File: config.mk
export PLATFORM = sky130hd
export DESIGN_NAME = escape_sequence_decoder_core_flat
export DESIGN_NICKNAME = d
export VERILOG_FILES = /design/src/sv/esd_pkg.sv /design/src/sv/esd_char_if.sv /design/src/sv/esd_result_if.sv /design/src/sv/esd_decode.sv /design/src/sv/esd_result_fifo.sv /design/src/sv/escape_sequence_decoder_core.sv /design/src/flat_wrapper.sv
export SDC_FILE = /design/constraint.sdc
export NUM_CORES = 1
export LEC_CHECK = 0
export BUFFER_PORTS_ARGS = -buffer_cell sky130_fd_sc_hd__buf_2
export CAP_MARGIN = 20
export CORE_MARGIN = 10
export CORE_UTILIZATION = 65
export CTS_BUF_LIST = sky130_fd_sc_hd__clkbuf_8
export CTS_CLUSTER_SIZE = 8
export DETAILED_ROUTE_END_ITERATION = 7
export HOLD_SLACK_MARGIN = 0.1
export MAX_ROUTING_LAYER = met4
export PLACE_DENSITY = 0.85
export SYNTH_ARGS = -nofsm -noshare
export SYNTH_HDL_FRONTEND = slang
export SYNTH_HIERARCHICAL = 1
export SYNTH_SLANG_ARGS = --single-unit
File: constraint.sdc
create_clock -name clk -period 15.35 [get_ports clk]
set_input_delay 3.07 -clock clk [delete_from_list [all_inputs] [get_ports clk]]
set_output_delay 3.07 -clock clk [all_outputs]
set_load 0.01 [all_outputs]
File: src/sv/esd_pkg.sv
// esd_pkg: shared constants, types and character helpers of the escape sequence decoder
// no dependencies; imported by esd_result_if and every module of the block
`default_nettype none

package esd_pkg;

    // accumulator width of octal and hex runs (8 to 32)
    localparam int VALUE_WIDTH = 32;
    // width of the value field of a result word
    localparam int RESULT_W = 32;

    // decoder mode codes
    localparam logic [1:0] MODE_IDLE      = 2'd0;
    localparam logic [1:0] MODE_BACKSLASH = 2'd1;
    localparam logic [1:0] MODE_OCTAL     = 2'd2;
    localparam logic [1:0] MODE_HEX       = 2'd3;

    // result kind codes
    localparam logic [1:0] KIND_PLAIN  = 2'd0;
    localparam logic [1:0] KIND_ESCAPE = 2'd1;
    localparam logic [1:0] KIND_ERROR  = 2'd2;

    // characters with a role of their own
    localparam logic [7:0] CH_BACKSLASH = 8'h5C;
    localparam logic [7:0] CH_HEX_MARK  = 8'h78;

    // octal escape ends after this many digits
    localparam logic [1:0] OCTAL_MAX_DIGITS = 2'd3;

    // result queue
    localparam int FIFO_DEPTH = 4;
    localparam int FIFO_PTR_W = $clog2(FIFO_DEPTH);
    localparam int FIFO_CNT_W = $clog2(FIFO_DEPTH + 1);

    typedef struct packed {
        logic [1:0]             mode;
        logic [VALUE_WIDTH-1:0] acc;
        logic [1:0]             digits;
    } esd_state_t;

    typedef struct packed {
        logic [RESULT_W-1:0] value;
        logic [1:0]          kind;
        logic                run_last;
        logic                body_end;
    } esd_result_t;

    // up to two result words produced by one character
    typedef struct packed {
        logic [1:0]  count;
        esd_result_t res0;
        esd_result_t res1;
    } esd_push_t;

    function automatic logic octal_char(input logic [7:0] c);
        return (c >= 8'h30) && (c <= 8'h37);
    endfunction

    // {valid, digit value}
    function automatic logic [4:0] hex_value(input logic [7:0] c);
        logic [4:0] r;
        r = 5'd0;
        if (c inside {[8'h30:8'h39]}) begin
            r = {1'b1, 4'(c - 8'h30)};
        end
        else if (c inside {[8'h61:8'h66]}) begin
            r = {1'b1, 4'(c - 8'h57)};
        end
        else if (c inside {[8'h41:8'h46]}) begin
            r = {1'b1, 4'(c - 8'h37)};
        end
        return r;
    endfunction

    // {valid, decoded value} of a single-character escape
    function automatic logic [8:0] simple_escape(input logic [7:0] c);
        logic [8:0] r;
        case (c)
            8'h27:   r = {1'b1, 8'h27};  // quote
            8'h22:   r = {1'b1, 8'h22};  // double quote
            8'h3F:   r = {1'b1, 8'h3F};  // question mark
            8'h5C:   r = {1'b1, 8'h5C};  // backslash
            8'h61:   r = {1'b1, 8'd7};   // a, bell
            8'h62:   r = {1'b1, 8'd8};   // b, backspace
            8'h66:   r = {1'b1, 8'd12};  // f, form feed
            8'h6E:   r = {1'b1, 8'd10};  // n, newline
            8'h72:   r = {1'b1, 8'd13};  // r, carriage return
            8'h74:   r = {1'b1, 8'd9};   // t, tab
            8'h76:   r = {1'b1, 8'd11};  // v, vertical tab
            default: r = 9'd0;
        endcase
        return r;
    endfunction

    function automatic esd_result_t make_result(input logic [RESULT_W-1:0] v,
                                                input logic [1:0] k);
        esd_result_t r;
        r.value    = v;
        r.kind     = k;
        r.run_last = 1'b0;
        r.body_end = 1'b0;
        return r;
    endfunction

endpackage

`default_nettype wire

File: src/sv/esd_char_if.sv
// esd_char_if: input channel of the escape sequence decoder, one raw character per word
// no dependencies
`default_nettype none

interface esd_char_if ();
    logic       valid;
    logic       ready;
    logic [7:0] ch;
    logic       text_end;

    modport source (output valid, output ch, output text_end, input ready);
    modport sink (input valid, input ch, input text_end, output ready);
endinterface

`default_nettype wire

File: src/sv/esd_result_if.sv
// esd_result_if: output channel of the escape sequence decoder, one decoded result per word
// depends on esd_pkg
`default_nettype none

interface esd_result_if import esd_pkg::*; ();
    logic                valid;
    logic                ready;
    logic [RESULT_W-1:0] value;
    logic [1:0]          kind;
    logic                run_last;
    logic                body_end;

    modport source (output valid, output value, output kind, output run_last,
                    output body_end, input ready);
    modport sink (input valid, input value, input kind, input run_last,
                  input body_end, output ready);
endinterface

`default_nettype wire

File: src/sv/esd_decode.sv
// esd_decode: next-state and result logic for one character of a literal body
// depends on esd_pkg
`default_nettype none

module esd_decode import esd_pkg::*; (
    input  wire esd_state_t  state,
    input  wire logic [7:0]  ch,
    input  wire logic        text_end,
    output esd_state_t       state_next,
    output esd_push_t        push
);

    esd_result_t            res [2];
    logic [1:0]             n;
    esd_state_t             st;
    logic [VALUE_WIDTH-1:0] acc_oct;
    logic [VALUE_WIDTH-1:0] acc_hex;
    logic [4:0]             hexd;
    logic [8:0]             simple;

    always_comb
    begin
        st      = state;
        n       = 2'd0;
        res[0]  = make_result('0, KIND_PLAIN);
        res[1]  = make_result('0, KIND_PLAIN);
        hexd    = hex_value(ch);
        simple  = simple_escape(ch);
        acc_oct = {state.acc[VALUE_WIDTH-4:0], ch[2:0]};
        acc_hex = {state.acc[VALUE_WIDTH-5:0], hexd[3:0]};

        case (state.mode)
            MODE_IDLE:
            begin
                if (ch == CH_BACKSLASH) begin
                    if (text_end) begin
                        res[n[0]] = make_result(RESULT_W'(CH_BACKSLASH), KIND_ERROR);
                        n = n + 2'd1;
                    end
                    else begin
                        st.mode = MODE_BACKSLASH;
                    end
                end
                else begin
                    res[n[0]] = make_result(RESULT_W'(ch), KIND_PLAIN);
                    n = n + 2'd1;
                end
            end
            MODE_BACKSLASH:
            begin
                st.mode = MODE_IDLE;
                if (octal_char(ch)) begin
                    st.acc    = VALUE_WIDTH'(ch[2:0]);
                    st.digits = 2'd1;
                    st.mode   = MODE_OCTAL;
                end
                else if (ch == CH_HEX_MARK) begin
                    st.acc    = '0;
                    st.digits = 2'd0;
                    st.mode   = MODE_HEX;
                end
                else if (simple[8]) begin
                    res[n[0]] = make_result(RESULT_W'(simple[7:0]), KIND_ESCAPE);
                    n = n + 2'd1;
                end
                else begin
                    res[n[0]] = make_result(RESULT_W'(ch), KIND_ERROR);
                    n = n + 2'd1;
                end
            end
            MODE_OCTAL:
            begin
                if (octal_char(ch) && (state.digits < OCTAL_MAX_DIGITS)) begin
                    if (state.digits + 2'd1 >= OCTAL_MAX_DIGITS) begin
                        res[n[0]] = make_result(RESULT_W'(acc_oct), KIND_ESCAPE);
                        n = n + 2'd1;
                        st.mode   = MODE_IDLE;
                        st.acc    = '0;
                        st.digits = 2'd0;
                    end
                    else begin
                        st.acc    = acc_oct;
                        st.digits = state.digits + 2'd1;
                    end
                end
                else begin
                    res[n[0]] = make_result(RESULT_W'(state.acc), KIND_ESCAPE);
                    n = n + 2'd1;
                    st.mode   = MODE_IDLE;
                    st.acc    = '0;
                    st.digits = 2'd0;
                    // the terminating character is then taken as a fresh one
                    if (ch == CH_BACKSLASH) begin
                        if (text_end) begin
                            res[n[0]] = make_result(RESULT_W'(CH_BACKSLASH), KIND_ERROR);
                            n = n + 2'd1;
                        end
                        else begin
                            st.mode = MODE_BACKSLASH;
                        end
                    end
                    else begin
                        res[n[0]] = make_result(RESULT_W'(ch), KIND_PLAIN);
                        n = n + 2'd1;
                    end
                end
            end
            default:
            begin
                // hex run
                if (hexd[4]) begin
                    st.acc = acc_hex;
                end
                else begin
                    res[n[0]] = make_result(RESULT_W'(state.acc), KIND_ESCAPE);
                    n = n + 2'd1;
                    st.mode   = MODE_IDLE;
                    st.acc    = '0;
                    st.digits = 2'd0;
                    if (ch == CH_BACKSLASH) begin
                        if (text_end) begin
                            res[n[0]] = make_result(RESULT_W'(CH_BACKSLASH), KIND_ERROR);
                            n = n + 2'd1;
                        end
                        else begin
                            st.mode = MODE_BACKSLASH;
                        end
                    end
                    else begin
                        res[n[0]] = make_result(RESULT_W'(ch), KIND_PLAIN);
                        n = n + 2'd1;
                    end
                end
            end
        endcase

        // close whatever is still open at the end of the body
        if (text_end) begin
            if ((st.mode == MODE_OCTAL) || (st.mode == MODE_HEX)) begin
                res[n[0]] = make_result(RESULT_W'(st.acc), KIND_ESCAPE);
                n = n + 2'd1;
            end
            else if (st.mode == MODE_BACKSLASH) begin
                res[n[0]] = make_result(RESULT_W'(CH_BACKSLASH), KIND_ERROR);
                n = n + 2'd1;
            end
            st.mode   = MODE_IDLE;
            st.acc    = '0;
            st.digits = 2'd0;
        end

        if (n == 2'd1) begin
            res[0].run_last = 1'b1;
            res[0].body_end = text_end;
        end
        else if (n == 2'd2) begin
            res[1].run_last = 1'b1;
            res[1].body_end = text_end;
        end
    end

    assign state_next = st;
    assign push.count = n;
    assign push.res0  = res[0];
    assign push.res1  = res[1];

endmodule

`default_nettype wire

File: src/sv/esd_result_fifo.sv
// esd_result_fifo: small result queue taking up to two words per cycle, giving one
// while result_out is ready; depends on esd_pkg and esd_result_if
`default_nettype none

module esd_result_fifo import esd_pkg::*; (
    input  wire logic        clk,
    input  wire logic        rst_n,
    input  wire esd_push_t   push,
    output logic             room,
    esd_result_if.source     result_out
);

    esd_result_t           mem [FIFO_DEPTH];
    logic [FIFO_PTR_W-1:0] wr_ptr_reg;
    logic [FIFO_PTR_W-1:0] wr_ptr_next;
    logic [FIFO_PTR_W-1:0] rd_ptr_reg;
    logic [FIFO_PTR_W-1:0] rd_ptr_next;
    logic [FIFO_CNT_W-1:0] count_reg;
    logic [FIFO_CNT_W-1:0] count_next;
    logic                  pop;
    logic [FIFO_PTR_W-1:0] wr_ptr_p1;

    assign pop       = result_out.valid && result_out.ready;
    assign wr_ptr_p1 = wr_ptr_reg + FIFO_PTR_W'(1);
    assign room      = (count_reg <= FIFO_CNT_W'(FIFO_DEPTH - 2));

    always_comb
    begin
        wr_ptr_next = wr_ptr_reg + FIFO_PTR_W'(push.count);
        rd_ptr_next = rd_ptr_reg + FIFO_PTR_W'(pop);
        count_next  = count_reg + FIFO_CNT_W'(push.count) - FIFO_CNT_W'(pop);
    end

    always_ff @(posedge clk or negedge rst_n)
    begin
        if (!rst_n) begin
            wr_ptr_reg <= '0;
            rd_ptr_reg <= '0;
            count_reg  <= '0;
        end
        else begin
            wr_ptr_reg <= wr_ptr_next;
            rd_ptr_reg <= rd_ptr_next;
            count_reg  <= count_next;
        end
    end

    always_ff @(posedge clk)
    begin
        if (push.count != 2'd0) begin
            mem[wr_ptr_reg] <= push.res0;
        end
        if (push.count == 2'd2) begin
            mem[wr_ptr_p1] <= push.res1;
        end
    end

    assign result_out.valid    = (count_reg != '0);
    assign result_out.value    = mem[rd_ptr_reg].value;
    assign result_out.kind     = mem[rd_ptr_reg].kind;
    assign result_out.run_last = mem[rd_ptr_reg].run_last;
    assign result_out.body_end = mem[rd_ptr_reg].body_end;

    a_count_bound: assert property (@(posedge clk) disable iff (!rst_n)
        count_reg <= FIFO_CNT_W'(FIFO_DEPTH))
        else $error("result queue count beyond depth");

    a_push_has_room: assert property (@(posedge clk) disable iff (!rst_n)
        (push.count != 2'd0) |-> room)
        else $error("result words pushed without room");

endmodule

`default_nettype wire

File: src/sv/escape_sequence_decoder_core.sv
// escape_sequence_decoder_core: top level of the escape sequence decoder
// depends on esd_pkg, esd_char_if, esd_result_if, esd_decode, esd_result_fifo
//
//  channel     | dir | word                               | handshake
//  ------------+-----+------------------------------------+-------------------
//  char_in     | in  | ch[7:0], text_end                  | valid/ready
//  result_out  | out | value[31:0], kind[1:0], run_last,  | valid/ready
//              |     | body_end                           |
//
// a character taken at one edge is decoded from the input register in the next cycle;
// its 0 to 2 result words enter a four-word queue at an edge where the queue has room,
// and are offered on result_out from the queue in order after that edge
// one character per cycle is taken while the queue has room for two words; the queue
// drains one word per cycle while result_out is ready, so a stream of two-result
// characters runs at half rate; reset empties the input register and queue; a stalled
// result_out fills the queue, which then holds char_in off
`default_nettype none

module escape_sequence_decoder_core import esd_pkg::*; (
    input  wire logic      clk,
    input  wire logic      rst_n,
    esd_char_if.sink       char_in,
    esd_result_if.source   result_out
);

    // input register
    logic       in_vld_reg;
    logic       in_vld_next;
    logic [7:0] ch_reg;
    logic       te_reg;

    // decoder state
    esd_state_t state_reg;
    esd_state_t state_next;

    esd_push_t  dec_push;
    esd_push_t  push;
    logic       room;
    logic       advance;
    logic       take;

    // decode the registered character against the current state
    esd_decode u_decode (
        .state      (state_reg),
        .ch         (ch_reg),
        .text_end   (te_reg),
        .state_next (state_next),
        .push       (dec_push)
    );

    // the registered character is consumed once the queue can take two words
    assign advance = in_vld_reg && room;
    assign take    = char_in.valid && char_in.ready;

    // ready looks only at the input register and queue room, not at any state
    assign char_in.ready = !in_vld_reg || advance;

    always_comb
    begin
        push       = dec_push;
        push.count = advance ? dec_push.count : 2'd0;
        in_vld_next = take ? 1'b1 : (advance ? 1'b0 : in_vld_reg);
    end

    always_ff @(posedge clk or negedge rst_n)
    begin
        if (!rst_n) begin
            in_vld_reg       <= 1'b0;
            state_reg.mode   <= MODE_IDLE;
            state_reg.acc    <= '0;
            state_reg.digits <= 2'd0;
        end
        else begin
            in_vld_reg <= in_vld_next;
            if (advance) begin
                state_reg <= state_next;
            end
        end
    end

    // input payload, loaded on acceptance
    always_ff @(posedge clk)
    begin
        if (take) begin
            ch_reg <= char_in.ch;
            te_reg <= char_in.text_end;
        end
    end

    // result queue
    esd_result_fifo u_fifo (
        .clk        (clk),
        .rst_n      (rst_n),
        .push       (push),
        .room       (room),
        .result_out (result_out)
    );

    // the end of a body always yields at least one word
    a_end_emits: assert property (@(posedge clk) disable iff (!rst_n)
        (advance && te_reg) |-> (dec_push.count != 2'd0))
        else $error("text end produced no result word");

    // the end of a body leaves the decoder idle
    a_end_idle: assert property (@(posedge clk) disable iff (!rst_n)
        (advance && te_reg) |=> (state_reg.mode == MODE_IDLE))
        else $error("decoder not idle after text end");

    // an open octal run holds one or two digits
    a_octal_digits: assert property (@(posedge clk) disable iff (!rst_n)
        (state_reg.mode == MODE_OCTAL) |->
            ((state_reg.digits == 2'd1) || (state_reg.digits == 2'd2)))
        else $error("octal digit count out of range");

    // at most two words per character
    a_push_bound: assert property (@(posedge clk) disable iff (!rst_n)
        dec_push.count != 2'd3)
        else $error("more than two result words for one character");

endmodule

`default_nettype wire
File: src/flat_wrapper.sv
// flat-port wrapper written by rule: the top's interface ports become plain ports
module escape_sequence_decoder_core_flat import esd_pkg::*;
  (clk, rst_n, char_in_valid, char_in_ch, char_in_text_end, char_in_ready, result_out_valid, result_out_value, result_out_kind, result_out_run_last, result_out_body_end, result_out_ready);
  esd_char_if char_in_i ();
  esd_result_if result_out_i ();
  input  wire logic clk;
  input  wire logic rst_n;
  input wire logic [$bits(char_in_i.valid)-1:0] char_in_valid;
  input wire logic [$bits(char_in_i.ch)-1:0] char_in_ch;
  input wire logic [$bits(char_in_i.text_end)-1:0] char_in_text_end;
  output wire logic [$bits(char_in_i.ready)-1:0] char_in_ready;
  output wire logic [$bits(result_out_i.valid)-1:0] result_out_valid;
  output wire logic [$bits(result_out_i.value)-1:0] result_out_value;
  output wire logic [$bits(result_out_i.kind)-1:0] result_out_kind;
  output wire logic [$bits(result_out_i.run_last)-1:0] result_out_run_last;
  output wire logic [$bits(result_out_i.body_end)-1:0] result_out_body_end;
  input wire logic [$bits(result_out_i.ready)-1:0] result_out_ready;
  assign char_in_i.valid = char_in_valid;
  assign char_in_i.ch = char_in_ch;
  assign char_in_i.text_end = char_in_text_end;
  assign char_in_ready = char_in_i.ready;
  assign result_out_valid = result_out_i.valid;
  assign result_out_value = result_out_i.value;
  assign result_out_kind = result_out_i.kind;
  assign result_out_run_last = result_out_i.run_last;
  assign result_out_body_end = result_out_i.body_end;
  assign result_out_i.ready = result_out_ready;
  escape_sequence_decoder_core u_core (.clk(clk), .rst_n(rst_n), .char_in(char_in_i), .result_out(result_out_i));
endmodule
==> flow_metrics.env <==
export IMPL_hold_viol=0
export IMPL_status="completed"
export IMPL_die_h_microns=153
export IMPL_synth_area_sq_um=11500
export IMPL_ctsHtreeMaxLevel=4
export IMPL_finalPower_mw=1.59
export IMPL_worstPathMaxFanout=21
export IMPL_synth_main_ff_cell="edfxtp_1"
export IMPL_drt_pre_antenna_iters=7
export IMPL_maxUsedRoutingLayer="met4"
export IMPL_fin_worst_skew_ns=0.0166
export IMPL_routed_wl_met3_mm=1.75
export IMPL_netlist_cell_type_count=74
export IMPL_finalSetupViolations=0
export IMPL_wl_met1_mm=10.9
export IMPL_setup_ws_ns=9.79
export IMPL_setup_worst_path_start_class="register"
export IMPL_criticalPathCategory="reg -> out"
export IMPL_syn_to_final_growth_pct=6.54
export IMPL_grt_util_all_layers_pct=23.1
export IMPL_cts_reportedPaths_clkPinSlew_ns=0.10
export IMPL_setup_tns_ns=0
export IMPL_cp_data_arrival_time_ns=2.49
export IMPL_end_kind="output pin"
export IMPL_vias=7499
export IMPL_grt_pass1_wl_mm=42.3
export IMPL_ys_seq_area_share_pct=49.6
export IMPL_numCtsBuffers=17
export IMPL_p_per_area_nw_per_um2=130
export IMPL_nNetsFinal=910
export IMPL_boundaryPins=51
export IMPL_synth_edf_count=153
export IMPL_drive_gt1_share_pct=37.8
export IMPL_portBuffers=50
export IMPL_grt_start_max_net_pins=45
export IMPL_cts_resized=0
export IMPL_yosysWarnings=6
export IMPL_cap_viol_max_count=0
export IMPL_drc=0
export IMPL_mostFrequentLayoutCell="edfxtp_1"
export IMPL_synthTopCellsByArea="edfxtp_1, mux2_2, dfrtp_1, mux4_2, mux2_4"
export IMPL_synth_area_leader_cell="edfxtp_1"
export IMPL_clock_latency_ns=0.48
export IMPL_finalCritPeriodShare_pct=36.2
export IMPL_synth_cells=858
export IMPL_antenna_found_initial=0
export IMPL_layout_common_cells="edfxtp_1, mux2_2, buf_2, nor2_1, dfrtp_1"
export IMPL_ir_worst_vdd_mv=0.149
export IMPL_num_rows=48
export IMPL_tightestPinTransition_ns=0.960
export IMPL_ant_nets=0
export IMPL_initial_core_util_pct=66.4
export IMPL_rsz0062_at_grt="no"
export IMPL_avgRoutedWirePerCell_microns=23.6
export IMPL_required_ns=12.28
export IMPL_coreArea_sq_um=17300
export IMPL_place_congestion=0.981
export IMPL_p_leak_nw=4.65
export IMPL_grt_ovfl_total=0
export IMPL_drt_iter0_drc=901
export IMPL_die_area_sq_um=23400
export IMPL_syn_area_per_cell_sq_um=13.4
export IMPL_cts_buffer_depth=2
export IMPL_dpl_hpwl_mm=17.6
export IMPL_cts_sinks=197
export IMPL_holdBufCountCts=0
export IMPL_ys_ff_latch=197
export IMPL_async_reset_ff_share_pct=22.3
export IMPL_viasPerCell=6.65
export IMPL_clockRootBuffer="clkbuf_8"
export IMPL_antenna_cells=0
export IMPL_drv_slew=0
export IMPL_largest_reg_flops=144
export IMPL_grt_pass1_vias=7447
export IMPL_hold_path_class="reg -> reg"
export IMPL_wl_mm=26.6
export IMPL_synth_top_area_share_pct=40.0
export IMPL_fmax_ghz=0.180
export IMPL_min_period_ns=5.56
export IMPL_max_slew_margin_pct=35.6
export IMPL_cts_tree="yes"
export IMPL_fp_dieW_microns=153
export IMPL_met2_length_mm=13.2
export IMPL_post_cts_buffers=0
export IMPL_place_ws_ns=10.23
-- synthesized netlist by cell type (3+ instances only) --
master / count
ha_1: 7
mux4_2: 36
a22oi_1: 26
dfrtp_1: 44
xnor2_1: 7
buf_2: 20
o21ai_1: 6
o211ai_1: 3
buf_12: 3
mux2_2: 150
buf_1: 3
a22o_1: 31
and2_1: 9
buf_6: 5
o21ai_0: 33
a221oi_1: 3
nor2_1: 47
o21bai_1: 7
or2b_1: 3
nor2b_1: 7
clkbuf_1: 23
buf_4: 28
or3_1: 3
o32ai_1: 3
nand2b_1: 6
a21o_1: 7
a21oi_1: 42
inv_1: 13
mux2_4: 30
edfxtp_1: 153
nand2_1: 24
a211oi_1: 6
nor3_1: 15
-- critical path: stages (launching register included) --
cell and delay [ns]:
dfrtp_2 0.77, buf_4 0.48, mux4_2 0.56, buf_2 0.16
-- through the flow --
step / hold slack (ns) / util (%) / area (sq um) / std cells
after floorplan: 0.479 / - / 11600 / 882
after global placement: 0.517 / 68.1 / 11800 / 1093
after detailed placement: 0.525 / 68.1 / 11800 / 1093
after CTS: 0.555 / 70.5 / 12200 / 1125
after global routing: 0.577 / 70.7 / 12200 / 1127
final: 0.553 / 70.7 / 12200 / 1127
-- worst paths after layout --
kind,startpoint,endpoint,slack (ns),cells after the start
setup / recovery,u_core/u_fifo/rd_ptr_reg[0]$_DFF_PN0_,result_out_value[19],9.79,3
hold / removal,u_core/state_reg[33]$_DFFE_PN0P_,u_core/state_reg[33]$_DFFE_PN0P_,0.55,1
hold reg to reg,u_core/state_reg[33]$_DFFE_PN0P_,u_core/state_reg[33]$_DFFE_PN0P_,0.55,1
setup reg to reg,u_core/ch_reg[0]$_DFFE_PP_,u_core/u_fifo/mem[0][35]$_DFFE_PP_,10.48,13
max in group asynchronous,rst_n,u_core/u_fifo/rd_ptr_reg[0]$_DFF_PN0_,12.45,2
min in group asynchronous,rst_n,u_core/u_fifo/count_reg[2]$_DFF_PN0_,2.40,1
-- power by group --
part	switching (mW)	total (mW)	internal, mW
registers	0.0685	0.747	0.679
logic	0.275	0.502	0.227
clock network	0.192	0.341	0.148
total	0.535	1.59	1.05
-- per-layer routing --
| layer | GRT usage (%) | vias up |
|---|---|---|
| met5 | - | - |
| met3 | 3.84 | 42 |
| met1 | 30.3 | 3752 |
| met2 | 36.3 | 336 |
| met4 | 7.22 | 0 |
| li1 | - | 3369 |
-- layout make-up --
type / instances / area, sq um
clock buffer: 17 / 234
clock inverter: 15 / 173
fill: 1157 / 5060
inverter: 13 / 48.8
multi-input combinational: 588 / 5350
sequential: 197 / 5700
tap: 225 / 282
timing repair buffer: 72 / 448
-- kinds of logic after synthesis --
logic type	share of synthesized area, %
compound gates	11.3
xor+xnor	0.686
fa+ha+maj	0.937
buf+inv	5.16
flops	49.6
mux	25.8
other cells	0.0327
simple gates	6.48
Power figures use the tool's default switching activity.
